File: src/hdl/pbtp_pkg.sv
// Package of shared types, constants and codes for the Poisson-binomial team probability core.
`timescale 1ns / 1ps

package pbtp_pkg;

    // Default sizing of the core.
    localparam int MAX_PROBLEMS_DEF = 32;
    localparam int FRAC_BITS_DEF    = 16;

    // Configuration register layout.
    localparam int CFG_W       = 6;
    localparam int APB_AW      = 3;
    localparam int APB_DW      = 32;

    localparam logic [CFG_W-1:0] NUM_PROBLEMS_RST = CFG_W'(30);
    localparam logic [CFG_W-1:0] MIN_CHAMP_RST    = CFG_W'(1);

    // Register index, taken from byte address bit 2.
    typedef enum logic [0:0] {
        REG_NUM_PROBLEMS = 1'b0,
        REG_MIN_CHAMP    = 1'b1
    } t_reg_idx;

    typedef struct packed {
        logic [CFG_W-1:0] num_problems;
        logic [CFG_W-1:0] min_champion_solved;
    } t_cfg;

    // Sequencer states.
    typedef enum logic [2:0] {
        ST_IDLE,
        ST_FILL,
        ST_SWEEP,
        ST_MUL_NZ,
        ST_MUL_BM,
        ST_DONE
    } t_state;

endpackage

File: src/hdl/pbtp_in_if.sv
// Input channel interface: one success probability per transaction.
`timescale 1ns / 1ps

interface pbtp_in_if #(
    parameter int W = pbtp_pkg::FRAC_BITS_DEF + 1
);
    logic         valid;
    logic         ready;
    logic [W-1:0] success_prob;
    logic         last_team;

    modport source (output valid, output success_prob, output last_team, input ready);
    modport sink   (input valid, input success_prob, input last_team, output ready);
endinterface

File: src/hdl/pbtp_out_if.sv
// Output channel interface: one case probability per transaction.
`timescale 1ns / 1ps

interface pbtp_out_if #(
    parameter int W = pbtp_pkg::FRAC_BITS_DEF + 1
);
    logic         valid;
    logic         ready;
    logic [W-1:0] answer_prob;

    modport source (output valid, output answer_prob, input ready);
    modport sink   (input valid, input answer_prob, output ready);
endinterface

File: src/hdl/pbtp_ram.sv
// Generic simple dual-port RAM with one write port and a registered read port.
`timescale 1ns / 1ps

module pbtp_ram #(
    parameter int WIDTH = pbtp_pkg::FRAC_BITS_DEF + 1,
    parameter int DEPTH = pbtp_pkg::MAX_PROBLEMS_DEF + 1
) (
    input  logic                     i_clk,
    input  logic                     i_we,
    input  logic [$clog2(DEPTH)-1:0] i_waddr,
    input  logic [WIDTH-1:0]         i_wdata,
    input  logic [$clog2(DEPTH)-1:0] i_raddr,
    output logic [WIDTH-1:0]         o_rdata
);

    logic [WIDTH-1:0] r_mem [DEPTH];
    logic [WIDTH-1:0] r_rdata;

    always_ff @(posedge i_clk) begin
        if (i_we) begin
            r_mem[i_waddr] <= i_wdata;
        end
        r_rdata <= r_mem[i_raddr];
    end

    assign o_rdata = r_rdata;

endmodule

File: src/hdl/pbtp_mac.sv
// Shared multiply-accumulate unit: (a * b + (hi << F if add_en)) >> F, clamped to 0..1.0.
`timescale 1ns / 1ps

module pbtp_mac #(
    parameter int FRAC_BITS = pbtp_pkg::FRAC_BITS_DEF
) (
    input  logic signed [FRAC_BITS+1:0] i_a,
    input  logic        [FRAC_BITS:0]   i_b,
    input  logic                        i_add_en,
    input  logic        [FRAC_BITS:0]   i_hi,
    output logic        [FRAC_BITS:0]   o_res
);

    localparam int W  = FRAC_BITS + 1;
    localparam int PW = 2 * W + 2;

    localparam logic signed [PW-1:0] ONE_X = {{(W + 2){1'b0}}, 1'b1, {FRAC_BITS{1'b0}}};

    logic signed [PW-1:0] prod;
    logic signed [PW-1:0] addend;
    logic signed [PW-1:0] acc;
    logic signed [PW-1:0] shifted;

    always_comb begin
        prod    = PW'(i_a) * $signed(PW'({1'b0, i_b}));
        addend  = i_add_en ? ($signed(PW'({1'b0, i_hi})) <<< FRAC_BITS) : '0;
        acc     = prod + addend;
        shifted = acc >>> FRAC_BITS;
        // Truncated fixed-point results never go negative; clamp for safety.
        if (acc < 0) begin
            o_res = '0;
        end else if (shifted > ONE_X) begin
            o_res = ONE_X[W-1:0];
        end else begin
            o_res = shifted[W-1:0];
        end
    end

endmodule

File: src/hdl/pbtp_cfg.sv
// APB configuration registers: problem count and champion minimum.
`timescale 1ns / 1ps

module pbtp_cfg (
    input  logic                        i_clk,
    input  logic                        i_rst_n,
    input  logic                        psel,
    input  logic                        penable,
    input  logic                        pwrite,
    input  logic [pbtp_pkg::APB_AW-1:0] paddr,
    input  logic [pbtp_pkg::APB_DW-1:0] pwdata,
    output logic [pbtp_pkg::APB_DW-1:0] prdata,
    output logic                        pready,
    output pbtp_pkg::t_cfg              o_cfg
);

    pbtp_pkg::t_cfg     r_cfg;
    pbtp_pkg::t_reg_idx reg_idx;

    assign reg_idx = pbtp_pkg::t_reg_idx'(paddr[2]);
    assign pready  = 1'b1;

    always_ff @(posedge i_clk) begin
        if (!i_rst_n) begin
            r_cfg.num_problems        <= pbtp_pkg::NUM_PROBLEMS_RST;
            r_cfg.min_champion_solved <= pbtp_pkg::MIN_CHAMP_RST;
        end else if (psel && penable && pwrite) begin
            case (reg_idx)
                pbtp_pkg::REG_NUM_PROBLEMS: begin
                    r_cfg.num_problems <= pwdata[pbtp_pkg::CFG_W-1:0];
                end
                pbtp_pkg::REG_MIN_CHAMP: begin
                    r_cfg.min_champion_solved <= pwdata[pbtp_pkg::CFG_W-1:0];
                end
                default: begin
                end
            endcase
        end
    end

    always_comb begin
        case (reg_idx)
            pbtp_pkg::REG_NUM_PROBLEMS: prdata = pbtp_pkg::APB_DW'(r_cfg.num_problems);
            pbtp_pkg::REG_MIN_CHAMP:    prdata = pbtp_pkg::APB_DW'(r_cfg.min_champion_solved);
            default:                    prdata = '0;
        endcase
    end

    assign o_cfg = r_cfg;

endmodule

File: src/hdl/poisson_binomial_team_probability_core.sv
// Top level of the Poisson-binomial team probability core: sequencer, distribution store and glue.
// The core takes one success probability per input transaction (Q1.16 by default, saturated
// at 1.0) and folds it into a distribution of solved counts held in a small RAM, using
// new[j] = old[j] + ((old[j-1] - old[j]) * p >> F), which equals the usual two-product form
// bit for bit. A single multiply-accumulate unit walks the distribution from the top entry
// down to entry zero, one entry per cycle, so each probability occupies the core for a whole
// sweep, during which ready is low. The probability that completes a team (num_problems of
// them, clamped to 1..MAX_PROBLEMS) also passes through the MUL_NZ, MUL_BM and DONE states:
// the same unit multiplies the all-teams-nonzero product by 1 - P(0) and the below-minimum
// product by P(1..min-1), and the distribution is cleared at once through per-entry valid
// bits, so no clearing pass is needed after reset either. If that team carries the last-team
// flag, the difference of the two products appears as one output transaction and both
// products return to 1.0. The result sits in an output register, so the next probability
// is taken while it waits; only a second case result finishing before the first is taken
// makes the core wait. Configuration is written over APB by the user at byte addresses 0
// (num_problems) and 4 (min_champion_solved) only while the core is idle; it is not enforced.
`timescale 1ns / 1ps

module poisson_binomial_team_probability_core #(
    parameter int MAX_PROBLEMS = pbtp_pkg::MAX_PROBLEMS_DEF,
    parameter int FRAC_BITS    = pbtp_pkg::FRAC_BITS_DEF
) (
    input  logic                        i_clk,
    input  logic                        i_rst_n,
    pbtp_in_if.sink                     i_in,
    pbtp_out_if.source                  o_out,
    input  logic                        psel,
    input  logic                        penable,
    input  logic                        pwrite,
    input  logic [pbtp_pkg::APB_AW-1:0] paddr,
    input  logic [pbtp_pkg::APB_DW-1:0] pwdata,
    output logic [pbtp_pkg::APB_DW-1:0] prdata,
    output logic                        pready
);

    localparam int W     = FRAC_BITS + 1;
    localparam int DEPTH = MAX_PROBLEMS + 1;
    localparam int AW    = $clog2(DEPTH);
    localparam int SW    = W + AW;
    localparam int CW    = pbtp_pkg::CFG_W;

    localparam logic [W-1:0]  ONE     = {1'b1, {FRAC_BITS{1'b0}}};
    localparam logic [SW-1:0] ONE_S   = SW'(ONE);
    localparam logic [AW-1:0] IDX_MAX = AW'(MAX_PROBLEMS);
    localparam logic [CW:0]   NP_MAX  = (CW + 1)'(MAX_PROBLEMS);

    // Configuration registers.
    pbtp_pkg::t_cfg cfg;

    pbtp_cfg u_cfg (
        .i_clk   (i_clk),
        .i_rst_n (i_rst_n),
        .psel    (psel),
        .penable (penable),
        .pwrite  (pwrite),
        .paddr   (paddr),
        .pwdata  (pwdata),
        .prdata  (prdata),
        .pready  (pready),
        .o_cfg   (cfg)
    );

    // Sequencer and datapath registers.
    pbtp_pkg::t_state r_state, n_state;
    logic [AW-1:0]    r_idx, n_idx;
    logic [W-1:0]     r_hi, n_hi;
    logic [SW-1:0]    r_sum, n_sum;
    logic [W-1:0]     r_d0, n_d0;
    logic [W-1:0]     r_all, n_all;
    logic [W-1:0]     r_below, n_below;
    logic [DEPTH-1:0] r_vld, n_vld;
    logic [CW-1:0]    r_pidx, n_pidx;
    logic [W-1:0]     r_p, n_p;
    logic             r_last, n_last;
    logic             r_team_end, n_team_end;
    logic             r_out_valid, n_out_valid;
    logic [W-1:0]     r_out_data, n_out_data;
    logic             r_rd_vld, n_rd_vld;
    logic             r_rd_zero;

    // Distribution store.
    logic          ram_we;
    logic [AW-1:0] ram_waddr;
    logic [W-1:0]  ram_wdata;
    logic [AW-1:0] ram_raddr;
    logic [W-1:0]  ram_rdata;

    pbtp_ram #(
        .WIDTH (W),
        .DEPTH (DEPTH)
    ) u_dist (
        .i_clk   (i_clk),
        .i_we    (ram_we),
        .i_waddr (ram_waddr),
        .i_wdata (ram_wdata),
        .i_raddr (ram_raddr),
        .o_rdata (ram_rdata)
    );

    // Shared multiply-accumulate unit.
    logic signed [W:0] mac_a;
    logic [W-1:0]      mac_b;
    logic              mac_add_en;
    logic [W-1:0]      mac_res;

    pbtp_mac #(
        .FRAC_BITS (FRAC_BITS)
    ) u_mac (
        .i_a      (mac_a),
        .i_b      (mac_b),
        .i_add_en (mac_add_en),
        .i_hi     (r_hi),
        .o_res    (mac_res)
    );

    // An entry that has not been written since the last clear reads as its reset value:
    // 1.0 for entry zero, zero for every other entry.
    logic [W-1:0] rd_val;
    assign rd_val = r_rd_vld ? ram_rdata : (r_rd_zero ? ONE : '0);

    // Input conditioning and team-end detection, evaluated at acceptance, plus the sweep and answer helpers.
    logic [W-1:0]  prob_sat;
    logic [CW:0]   np;
    logic [CW-1:0] pidx_inc;
    logic          team_end;
    logic [W-1:0]  lo;
    logic          sum_incl;
    logic [W-1:0]  sum_sat;
    logic [W-1:0]  answer;

    always_comb begin
        prob_sat = (i_in.success_prob > ONE) ? ONE : i_in.success_prob;
        if (cfg.num_problems == '0) begin
            np = (CW + 1)'(1);
        end else if ({1'b0, cfg.num_problems} > NP_MAX) begin
            np = NP_MAX;
        end else begin
            np = {1'b0, cfg.num_problems};
        end
        pidx_inc = r_pidx + CW'(1);
        team_end = ({1'b0, pidx_inc} >= np);
        // Entry below entry zero is taken as zero.
        lo       = (r_idx == '0) ? '0 : rd_val;
        // Entries 1 .. min-1 go into the below-minimum sum.
        sum_incl = (r_idx != '0) && (32'(r_idx) < 32'(cfg.min_champion_solved));
        sum_sat  = (r_sum > ONE_S) ? ONE : r_sum[W-1:0];
        answer   = (r_all > r_below) ? (r_all - r_below) : '0;
    end

    assign i_in.ready        = (r_state == pbtp_pkg::ST_IDLE);
    assign o_out.valid       = r_out_valid;
    assign o_out.answer_prob = r_out_data;

    // Next state and datapath control.
    always_comb begin
        n_state     = r_state;
        n_idx       = r_idx;
        n_hi        = r_hi;
        n_sum       = r_sum;
        n_d0        = r_d0;
        n_all       = r_all;
        n_below     = r_below;
        n_vld       = r_vld;
        n_pidx      = r_pidx;
        n_p         = r_p;
        n_last      = r_last;
        n_team_end  = r_team_end;
        n_out_valid = r_out_valid && !o_out.ready;
        n_out_data  = r_out_data;
        ram_raddr   = IDX_MAX;
        ram_we      = 1'b0;
        ram_waddr   = r_idx;
        ram_wdata   = mac_res;
        mac_a       = $signed({1'b0, lo}) - $signed({1'b0, r_hi});
        mac_b       = r_p;
        mac_add_en  = 1'b0;

        case (r_state)
            pbtp_pkg::ST_IDLE: begin
                // The read of the top entry is already under way while idle.
                if (i_in.valid) begin
                    n_p        = prob_sat;
                    n_last     = i_in.last_team;
                    n_team_end = team_end;
                    n_pidx     = team_end ? '0 : pidx_inc;
                    n_state    = pbtp_pkg::ST_FILL;
                end
            end
            pbtp_pkg::ST_FILL: begin
                ram_raddr = IDX_MAX - AW'(1);
                n_hi      = rd_val;
                n_idx     = IDX_MAX;
                n_sum     = '0;
                n_state   = pbtp_pkg::ST_SWEEP;
            end
            pbtp_pkg::ST_SWEEP: begin
                ram_raddr    = r_idx - AW'(2);
                mac_add_en   = 1'b1;
                ram_we       = 1'b1;
                n_vld[r_idx] = 1'b1;
                n_hi         = lo;
                n_sum        = r_sum + (sum_incl ? SW'(mac_res) : '0);
                if (r_idx == '0) begin
                    n_d0    = mac_res;
                    n_state = r_team_end ? pbtp_pkg::ST_MUL_NZ : pbtp_pkg::ST_IDLE;
                end else begin
                    n_idx = r_idx - AW'(1);
                end
            end
            pbtp_pkg::ST_MUL_NZ: begin
                mac_a   = $signed({1'b0, r_all});
                mac_b   = ONE - r_d0;
                n_all   = mac_res;
                n_state = pbtp_pkg::ST_MUL_BM;
            end
            pbtp_pkg::ST_MUL_BM: begin
                mac_a   = $signed({1'b0, r_below});
                mac_b   = sum_sat;
                n_below = mac_res;
                n_state = pbtp_pkg::ST_DONE;
            end
            pbtp_pkg::ST_DONE: begin
                // Back to the point mass at zero for the next team.
                n_vld = '0;
                if (!r_last) begin
                    n_state = pbtp_pkg::ST_IDLE;
                end else if (!r_out_valid || o_out.ready) begin
                    n_out_valid = 1'b1;
                    n_out_data  = answer;
                    n_all       = ONE;
                    n_below     = ONE;
                    n_state     = pbtp_pkg::ST_IDLE;
                end
            end
            default: begin
                n_state = pbtp_pkg::ST_IDLE;
            end
        endcase
    end

    // Valid bit of the entry being read, captured alongside the registered RAM read.
    assign n_rd_vld = (ram_raddr <= IDX_MAX) ? r_vld[ram_raddr] : 1'b0;

    always_ff @(posedge i_clk) begin
        if (!i_rst_n) begin
            r_state     <= pbtp_pkg::ST_IDLE;
            r_vld       <= '0;
            r_pidx      <= '0;
            r_all       <= ONE;
            r_below     <= ONE;
            r_out_valid <= 1'b0;
        end else begin
            r_state     <= n_state;
            r_vld       <= n_vld;
            r_pidx      <= n_pidx;
            r_all       <= n_all;
            r_below     <= n_below;
            r_out_valid <= n_out_valid;
        end
    end

    always_ff @(posedge i_clk) begin
        r_idx      <= n_idx;
        r_hi       <= n_hi;
        r_sum      <= n_sum;
        r_d0       <= n_d0;
        r_p        <= n_p;
        r_last     <= n_last;
        r_team_end <= n_team_end;
        r_out_data <= n_out_data;
        r_rd_vld   <= n_rd_vld;
        r_rd_zero  <= (ram_raddr == '0);
    end

`ifndef SYNTHESIS
    // Once a probability is taken the core is busy with its sweep.
    a_busy_after_accept: assert property (@(posedge i_clk) disable iff (!i_rst_n)
        (i_in.valid && i_in.ready) |=> !i_in.ready)
        else $error("core still ready in the cycle after accepting a transaction");

    // A case result only ever comes from the end of a team.
    a_result_from_done: assert property (@(posedge i_clk) disable iff (!i_rst_n)
        $rose(r_out_valid) |-> $past(r_state == pbtp_pkg::ST_DONE))
        else $error("output became valid outside the team-end step");

    // A case probability never exceeds 1.0.
    a_result_in_range: assert property (@(posedge i_clk) disable iff (!i_rst_n)
        r_out_valid |-> (r_out_data <= ONE))
        else $error("case probability above 1.0");
`endif

endmodule

File: src/flat_wrapper.sv
// flat-port wrapper written by rule: the top's interface ports become plain ports
module poisson_binomial_team_probability_core_flat 
#(
    parameter int MAX_PROBLEMS = pbtp_pkg::MAX_PROBLEMS_DEF,
    parameter int FRAC_BITS    = pbtp_pkg::FRAC_BITS_DEF
)
  (i_clk, i_rst_n, psel, penable, pwrite, paddr, pwdata, prdata, pready, i_in_valid, i_in_success_prob, i_in_last_team, i_in_ready, o_out_valid, o_out_answer_prob, o_out_ready);
  pbtp_in_if i_in_i ();
  pbtp_out_if o_out_i ();
  input  logic i_clk;
  input  logic i_rst_n;
  input  logic psel;
  input  logic penable;
  input  logic pwrite;
  input  logic [pbtp_pkg::APB_AW-1:0] paddr;
  input  logic [pbtp_pkg::APB_DW-1:0] pwdata;
  output logic [pbtp_pkg::APB_DW-1:0] prdata;
  output logic pready;
  input wire logic [$bits(i_in_i.valid)-1:0] i_in_valid;
  input wire logic [$bits(i_in_i.success_prob)-1:0] i_in_success_prob;
  input wire logic [$bits(i_in_i.last_team)-1:0] i_in_last_team;
  output wire logic [$bits(i_in_i.ready)-1:0] i_in_ready;
  output wire logic [$bits(o_out_i.valid)-1:0] o_out_valid;
  output wire logic [$bits(o_out_i.answer_prob)-1:0] o_out_answer_prob;
  input wire logic [$bits(o_out_i.ready)-1:0] o_out_ready;
  assign i_in_i.valid = i_in_valid;
  assign i_in_i.success_prob = i_in_success_prob;
  assign i_in_i.last_team = i_in_last_team;
  assign i_in_ready = i_in_i.ready;
  assign o_out_valid = o_out_i.valid;
  assign o_out_answer_prob = o_out_i.answer_prob;
  assign o_out_i.ready = o_out_ready;
  poisson_binomial_team_probability_core #(.MAX_PROBLEMS(MAX_PROBLEMS), .FRAC_BITS(FRAC_BITS)) u_core (.i_clk(i_clk), .i_rst_n(i_rst_n), .i_in(i_in_i), .o_out(o_out_i), .psel(psel), .penable(penable), .pwrite(pwrite), .paddr(paddr), .pwdata(pwdata), .prdata(prdata), .pready(pready));
endmodule
File: config.mk
export PLATFORM = sky130hd
export DESIGN_NAME = poisson_binomial_team_probability_core_flat
export DESIGN_NICKNAME = d
export VERILOG_FILES = /design/src/hdl/pbtp_pkg.sv /design/src/hdl/pbtp_in_if.sv /design/src/hdl/pbtp_out_if.sv /design/src/hdl/pbtp_ram.sv /design/src/hdl/pbtp_mac.sv /design/src/hdl/pbtp_cfg.sv /design/src/hdl/poisson_binomial_team_probability_core.sv /design/src/flat_wrapper.sv
export SDC_FILE = /design/constraint.sdc
export NUM_CORES = 2
export LEC_CHECK = 0
export ABC_AREA = 1
export BUFFER_PORTS_ARGS = -buffer_cell sky130_fd_sc_hd__buf_2
export CAP_MARGIN = 10
export CORE_MARGIN = 1
export CORE_UTILIZATION = 55
export CTS_CLUSTER_DIAMETER = 80
export CTS_CLUSTER_SIZE = 14
export DETAILED_ROUTE_END_ITERATION = 6
export PLACE_DENSITY_LB_ADDON = 0.12
export SYNTH_ARGS = -nofsm -noshare
export SYNTH_HDL_FRONTEND = slang
export SYNTH_HIERARCHICAL = 1
export SYNTH_SLANG_ARGS = --single-unit
File: constraint.sdc
create_clock -name i_clk -period 11.4 [get_ports i_clk]
set_input_delay 1.14 -clock i_clk [delete_from_list [all_inputs] [get_ports i_clk]]
set_output_delay 1.14 -clock i_clk [all_outputs]
set_load 0.005 [all_outputs]
* Yosys cells after proc, flatten, opt, wreduce, memory -nomap -nowiden
Memories as Yosys holds them, arrays and structs flattened. A register that Yosys moved wholly into a read port is not among the register bits. Index checks and enable logic that the tools add are counted. Widths: inputs -> output; s select.
Cells by class: add/sub/neg operators 8, multiply operators 1, div/mod/pow operators 0, $lt $le $gt $ge 12, equal/unequal tests 11, shift-type cells 0, multiplexer cells 40, bitwise operators 2, reductions and logical operators 26
Operators with widths (number):
- $mux 17 | 9
- $pmux 17 s2 | 4
- $pmux 33 s2 | 1
- $pmux 32 s2 | 1
- $pmux 23 s2 | 1
- $add 36x34->36 | 1
- $lt 36x1->1 const B | 1
- $mul 18x18->36 | 1
- $pmux 18 s2 | 1
- $mux 33 | 1
- $or 33x33->33 | 1
- $pmux 6 s2 | 2
- $add 23x23->23 | 1
- $gt 23x17->1 const B | 1
- $gt 20x18->1 const B | 1
- $logic_not 6->1 | 3
- $mux 6 | 3
- $pmux 3 s6 | 1
- $sub 17x17->18 | 1
- $gt 17x17->1 | 1
- $gt 17x17->1 const B | 1
- $sub 17x17->17 | 1
- $sub 17x17->17 const A | 1
- $lt 6x7->1 const B | 2
- other kinds (29) | 59
Word-level totals: flip-flop bits (word level) 190, bits in latches 0, RAM bits 561, memory bits (read-only) 0, bits of input ports 60, output and inout port bits 52, word-level logic and storage cells 119, memories 1
Memories:
- u_core.u_dist.r_mem | depth 33, width 17, rd ports 1, clocked after Yosys merged registers in 1, wr ports 1, line pbtp_ram.sv:16 | logic [WIDTH-1:0] r_mem [DEPTH];

* Depth between registers and ports, before layout
depth after elaboration 13, gate-level depth with buffers 70, mapped depth without buffers 66

* By module
Netlist, hierarchy kept.
By module, submodules not included:
- pbtp_ram | times used 1, cells an instance 1928, area each 22988.3 sq um, seq. area each 17186.5 sq um
- pbtp_mac | times used 1, cells an instance 1840, area each 13451.7 sq um, seq. area each 0.0 sq um
- poisson_binomial_team_probability_core | times used 1, cells an instance 1589, area each 11453.5 sq um, seq. area each 4554.4 sq um
- pbtp_cfg | times used 1, cells an instance 119, area each 795.8 sq um, seq. area each 240.2 sq um

* Least setup slack after synthesis
OpenSTA, ideal clock, no wires.
kind flip-flop to flip-flop, start point register u_core.r_idx[1], end point register u_core.r_sum[16] (data pin), arrival 11.427 ns, setup slack -0.282 ns, cell stages (with the launch flop) 59, buffers on the path 4, clock period less this slack 11.682 ns, path through edfxtp_1 > inv_1 > ha_1 > nand2_1 > nor2_1 > nand2_1 > clkbuf_1 > buf_1 > nand3_1 > inv_1 > ha_1 > a21oi_1 > o21ai_0 > a21oi_1 > nand2_1 > a221oi_1 > clkbuf_1 > clkbuf_1 > [23 not listed] > nand2_1 > nand2_2 > nand2_4 > nor2_1 > inv_1 > nor2_1 > ha_1 > inv_1 > fa_1 > inv_1 > nand3_1 > nand2_1 > nand2_1 > and2_1 > o21ai_0 > nand2_1 > a21oi_1 > nor2_1
On the way: word-level cells in the longest chain between the ends 12, elaborated cells between the ends (all ways) 16, classes of those cells add/sub (3); mul (1); order compare (3); mux (6); reduce/logical (3)
RTL lines:
- from (decl) | line poisson_binomial_team_probability_core.sv:65 | logic [AW-1:0] r_idx, n_idx;
- from (signal assigned) | line poisson_binomial_team_probability_core.sv:263 | r_idx <= n_idx;
- $logic_not 6->1 * | line poisson_binomial_team_probability_core.sv:143 | lo = (r_idx == '0) ? '0 : rd_val;
- $mux 17 * | line poisson_binomial_team_probability_core.sv:143
- $sub 17x17->18 * | line poisson_binomial_team_probability_core.sv:174 | mac_a = $signed({1'b0, lo}) - $signed({1'b0, r_hi});
- $pmux 18 s2 * | line poisson_binomial_team_probability_core.sv:178 | case (r_state)
- net u_core.mac_a[17] | line poisson_binomial_team_probability_core.sv:101 | logic signed [W:0] mac_a;
- $mul 18x18->36 * | line pbtp_mac.sv:25 | prod = PW'(i_a) * $signed(PW'({1'b0, i_b}));
- $add 36x34->36 * | line pbtp_mac.sv:27 | acc = prod + addend;
- $gt 20x18->1 | line pbtp_mac.sv:32 | end else if (shifted > ONE_X) begin
- $mux 17 | line pbtp_mac.sv:32
- $mux 17 * | line pbtp_mac.sv:30 | if (acc < 0) begin
- net u_core.mac_res[0] | line poisson_binomial_team_probability_core.sv:104 | logic [W-1:0] mac_res;
- $mux 17 * | line poisson_binomial_team_probability_core.sv:202 | n_sum = r_sum + (sum_incl ? SW'(mac_res) : '0);
- $add 23x23->23 * | line poisson_binomial_team_probability_core.sv:202
- $pmux 23 s2 * | line poisson_binomial_team_probability_core.sv:178
- to (signal assigned) | line poisson_binomial_team_probability_core.sv:265 | r_sum <= n_sum;
- to (decl) | line poisson_binomial_team_probability_core.sv:67 | logic [SW-1:0] r_sum, n_sum;
The timed path passes the listed nets; every way through them passes the cells marked *. A chain may end at the register's enable or synchronous reset.

* Worst setup path after layout
start point register u_core.r_idx[1], end point register u_core.r_sum[21] (data pin)
Same word-level chain as after synthesis.

==> flow_summary.ini <==
[floorplan]
rows = 108
die_area_mm2 = 0.0897
die_w_um = 300
core_region_area_mm2 = 0.0872
die_h_um = 300
start_util_pct = 55.9
io_pins = 112

[clocking]
h-tree-depth = 2
cts_made_buffers = 61
cts_root_buffer = clkbuf_16
cts.sinks = 768
clk_pin_slew_ns = 0.07
cts_tree = built
clkLatencyLatePin_ns = 0.67
cts_max_path_buffers = 3
cts_hold_buf = 0

[layout]
fin_cells = 6675
fin_util_pct = 60.0
area_growth_pct = 7.32
fillers = 7630
layout-drive-gt1-share_pct = 6.79
layout.nets = 6040

[worst_setup_path]
cp_data_arrival_time_ns = 11.19
path_common_cell = nand2_1
slowest_delay_ns = 0.61
cp_slowest_cell = fa_1
end_kind = register
crit_type = reg2reg
cp.required_ns = 11.82
rr_worst_depth = 52
cp_max_fo = 14
crit_path_start_kind = register

[sta]
finalHoldViolations = 0
period_share_pct = 94.5
fin_skew_ns = 0.0327
min_period_ns = 10.77
max-slew-margin-rel_pct = 21.9
fmax_mhz = 92.8
worstMarginPinSlew_ns = 1.17
drv_slew = 0
setup_viol = 0

[global_route]
grt_overflow_total = 0
grt_pass1_vias = 34963
grtUsageTotal_pct = 28.7
antenna_found_initial = 2
grt_max_degree = 100
grt_pass1_wl_um = 197000

[drt]
antenna_left = 0
drt-pass1-iter-count = 5
wire_per_inst_um = 19.1
route.top_layer_used = met4
drt_iter0_drc = 3205
route.met2.wl_um = 59800
m1WireLength_um = 53300
via_per_inst = 5.41
drc = 0
vias = 36108
wl_met3_um = 10700
drt_wl_total_um = 128000

[synth]
synth-seq-cells = 768
ys.flop_type = edfxtp_1
synthArstFlopShare_pct = 0
netlist_area_mm2 = 0.0487
yosys.cell_types.count = 54
synth_seq_area_share_pct = 45.1
synth_cells = 5476
synth_edf_count = 660
syn_avg_cell_area_um2 = 8.89
yosys_warnings = 6

[hold_path]
min_path_cells = 2
hold_class = reg2reg

[place]
place_congestion = 0.977
numPortBuffers = 56
hpwlAfterDp_um = 86400
dp.cells = 6570

[outcome]
outcome = completed

[run]
drv_cap = 0
[critical path: cells and delay by family, from the launching register on]
family / cells / cell delay (ns)
fa+ha+maj: 10 / 4.66
simple gates: 19 / 1.96
compound gates: 9 / 1.59
buf+inv: 13 / 1.58
flops: 1 / 0.41
xor+xnor: 1 / 0.28
[synth_stat cells (all sizes together), types with 16 or more instances]
master	count	area [um^2]
fa	329	6590
nand2	1646	6230
a21oi	199	996
xor2	19	166
buf	147	851
clkbuf	115	432
nor2	286	1160
ha	169	2110
nand4	22	138
inv	925	3470
o21ai	82	422
nand3	644	3240
nor3	17	106
nor4	16	106
dfxtp	108	2160
edfxtp	660	19800
[placed cells by master (no fill, tap or decap), drive strengths merged, types with 82 or more instances in the layout]
| master | instances |
|---|---|
| nor2 | 286 |
| o21ai | 82 |
| buf | 180 |
| edfxtp | 660 |
| nand3 | 644 |
| fa | 329 |
| inv | 925 |
| clkbuf | 97 |
| a21oi | 199 |
| dfxtp | 108 |
| ha | 169 |
| nand2 | 1646 |
[metal layers]
| metal | vias to the layer above | GRT usage, % |
|---|---|---|
| met5 | - | 0 |
| met4 | 0 | 8.78 |
| met3 | 197 | 5.46 |
| met2 | 1292 | 46.7 |
| met1 | 17332 | 39.0 |
| li1 | 17287 | - |
[logic make-up after synthesis]
kind of cell / count (synthesis) / share of synthesized area, %
flops: 768 / 45.1
compound gates: 331 / 3.73
simple gates: 2655 / 22.9
other cells: 2 / 0.0154
buf+inv: 1191 / 9.80
fa+ha+maj: 498 / 17.9
xor+xnor: 31 / 0.573
[state kept, by name, indices dropped and copies added (netlist names), 3 cells and up]
register                  count
u_core/o_out.answer_prob     17
u_core/r_all                 17
u_core/r_below               17
u_core/r_d0                  17
u_core/r_hi                  17
u_core/r_idx                  6
u_core/r_p                   17
u_core/r_pidx                 6
u_core/r_state                3
u_core/r_sum                 23
u_core/r_vld                 33
u_core/u_cfg/o_cfg           12
u_core/u_dist/o_rdata        17
u_core/u_dist/r_mem         561
[what timing repair did]
action / 4_1_cts / 5_1_grt
buffers inserted: 0 / 2
endpoints found under the hold margin: 0 / 0
endpoints found under the setup margin: 0 / 18
gates resized for setup: 0 / 49
[metrics by stage]
stage	setup WS, ns	instance area (um^2)	TNS (ns)	hold WS, ns
2_1_floorplan	0.0577	48800	0	0.415
3_3_place_gp	0.452	50300	0	0.426
5_1_grt	-0.0415	52300	-0.0567	0.454
6_report	0.627	52300	0	0.431
4_1_cts	0.258	52100	0	0.422
3_5_place_dp	0.300	50300	0	0.427
[final timing paths]
check                                                start                       end  slack, ns
worst max-delay path                       u_core/r_idx[1]          u_core/r_sum[21]       0.63
worst min-delay path            u_core/u_dist/r_mem[32][5]  u_core/u_dist/o_rdata[5]       0.43
worst min register to register  u_core/u_dist/r_mem[32][5]  u_core/u_dist/o_rdata[5]       0.43
worst max register to register             u_core/r_idx[1]          u_core/r_sum[21]       0.63
[area by class of cell]
cell class	count	area, um^2	area share [%]
Clock inverter	3	71.3	0.136
Inverter	929	3500	6.70
Clock buffer	97	1710	3.28
Multi-Input combinational cell	3542	22300	42.6
Sequential cell	768	22000	42.1
Timing Repair Buffer	180	1250	2.40
Tap cell	1155	1450	2.77
Antenna cell	1	2.50	0.00479
Power is left out: the tool's default activity adds up to more than one toggle a clock period on the data nets, which glitch-free logic cannot reach.
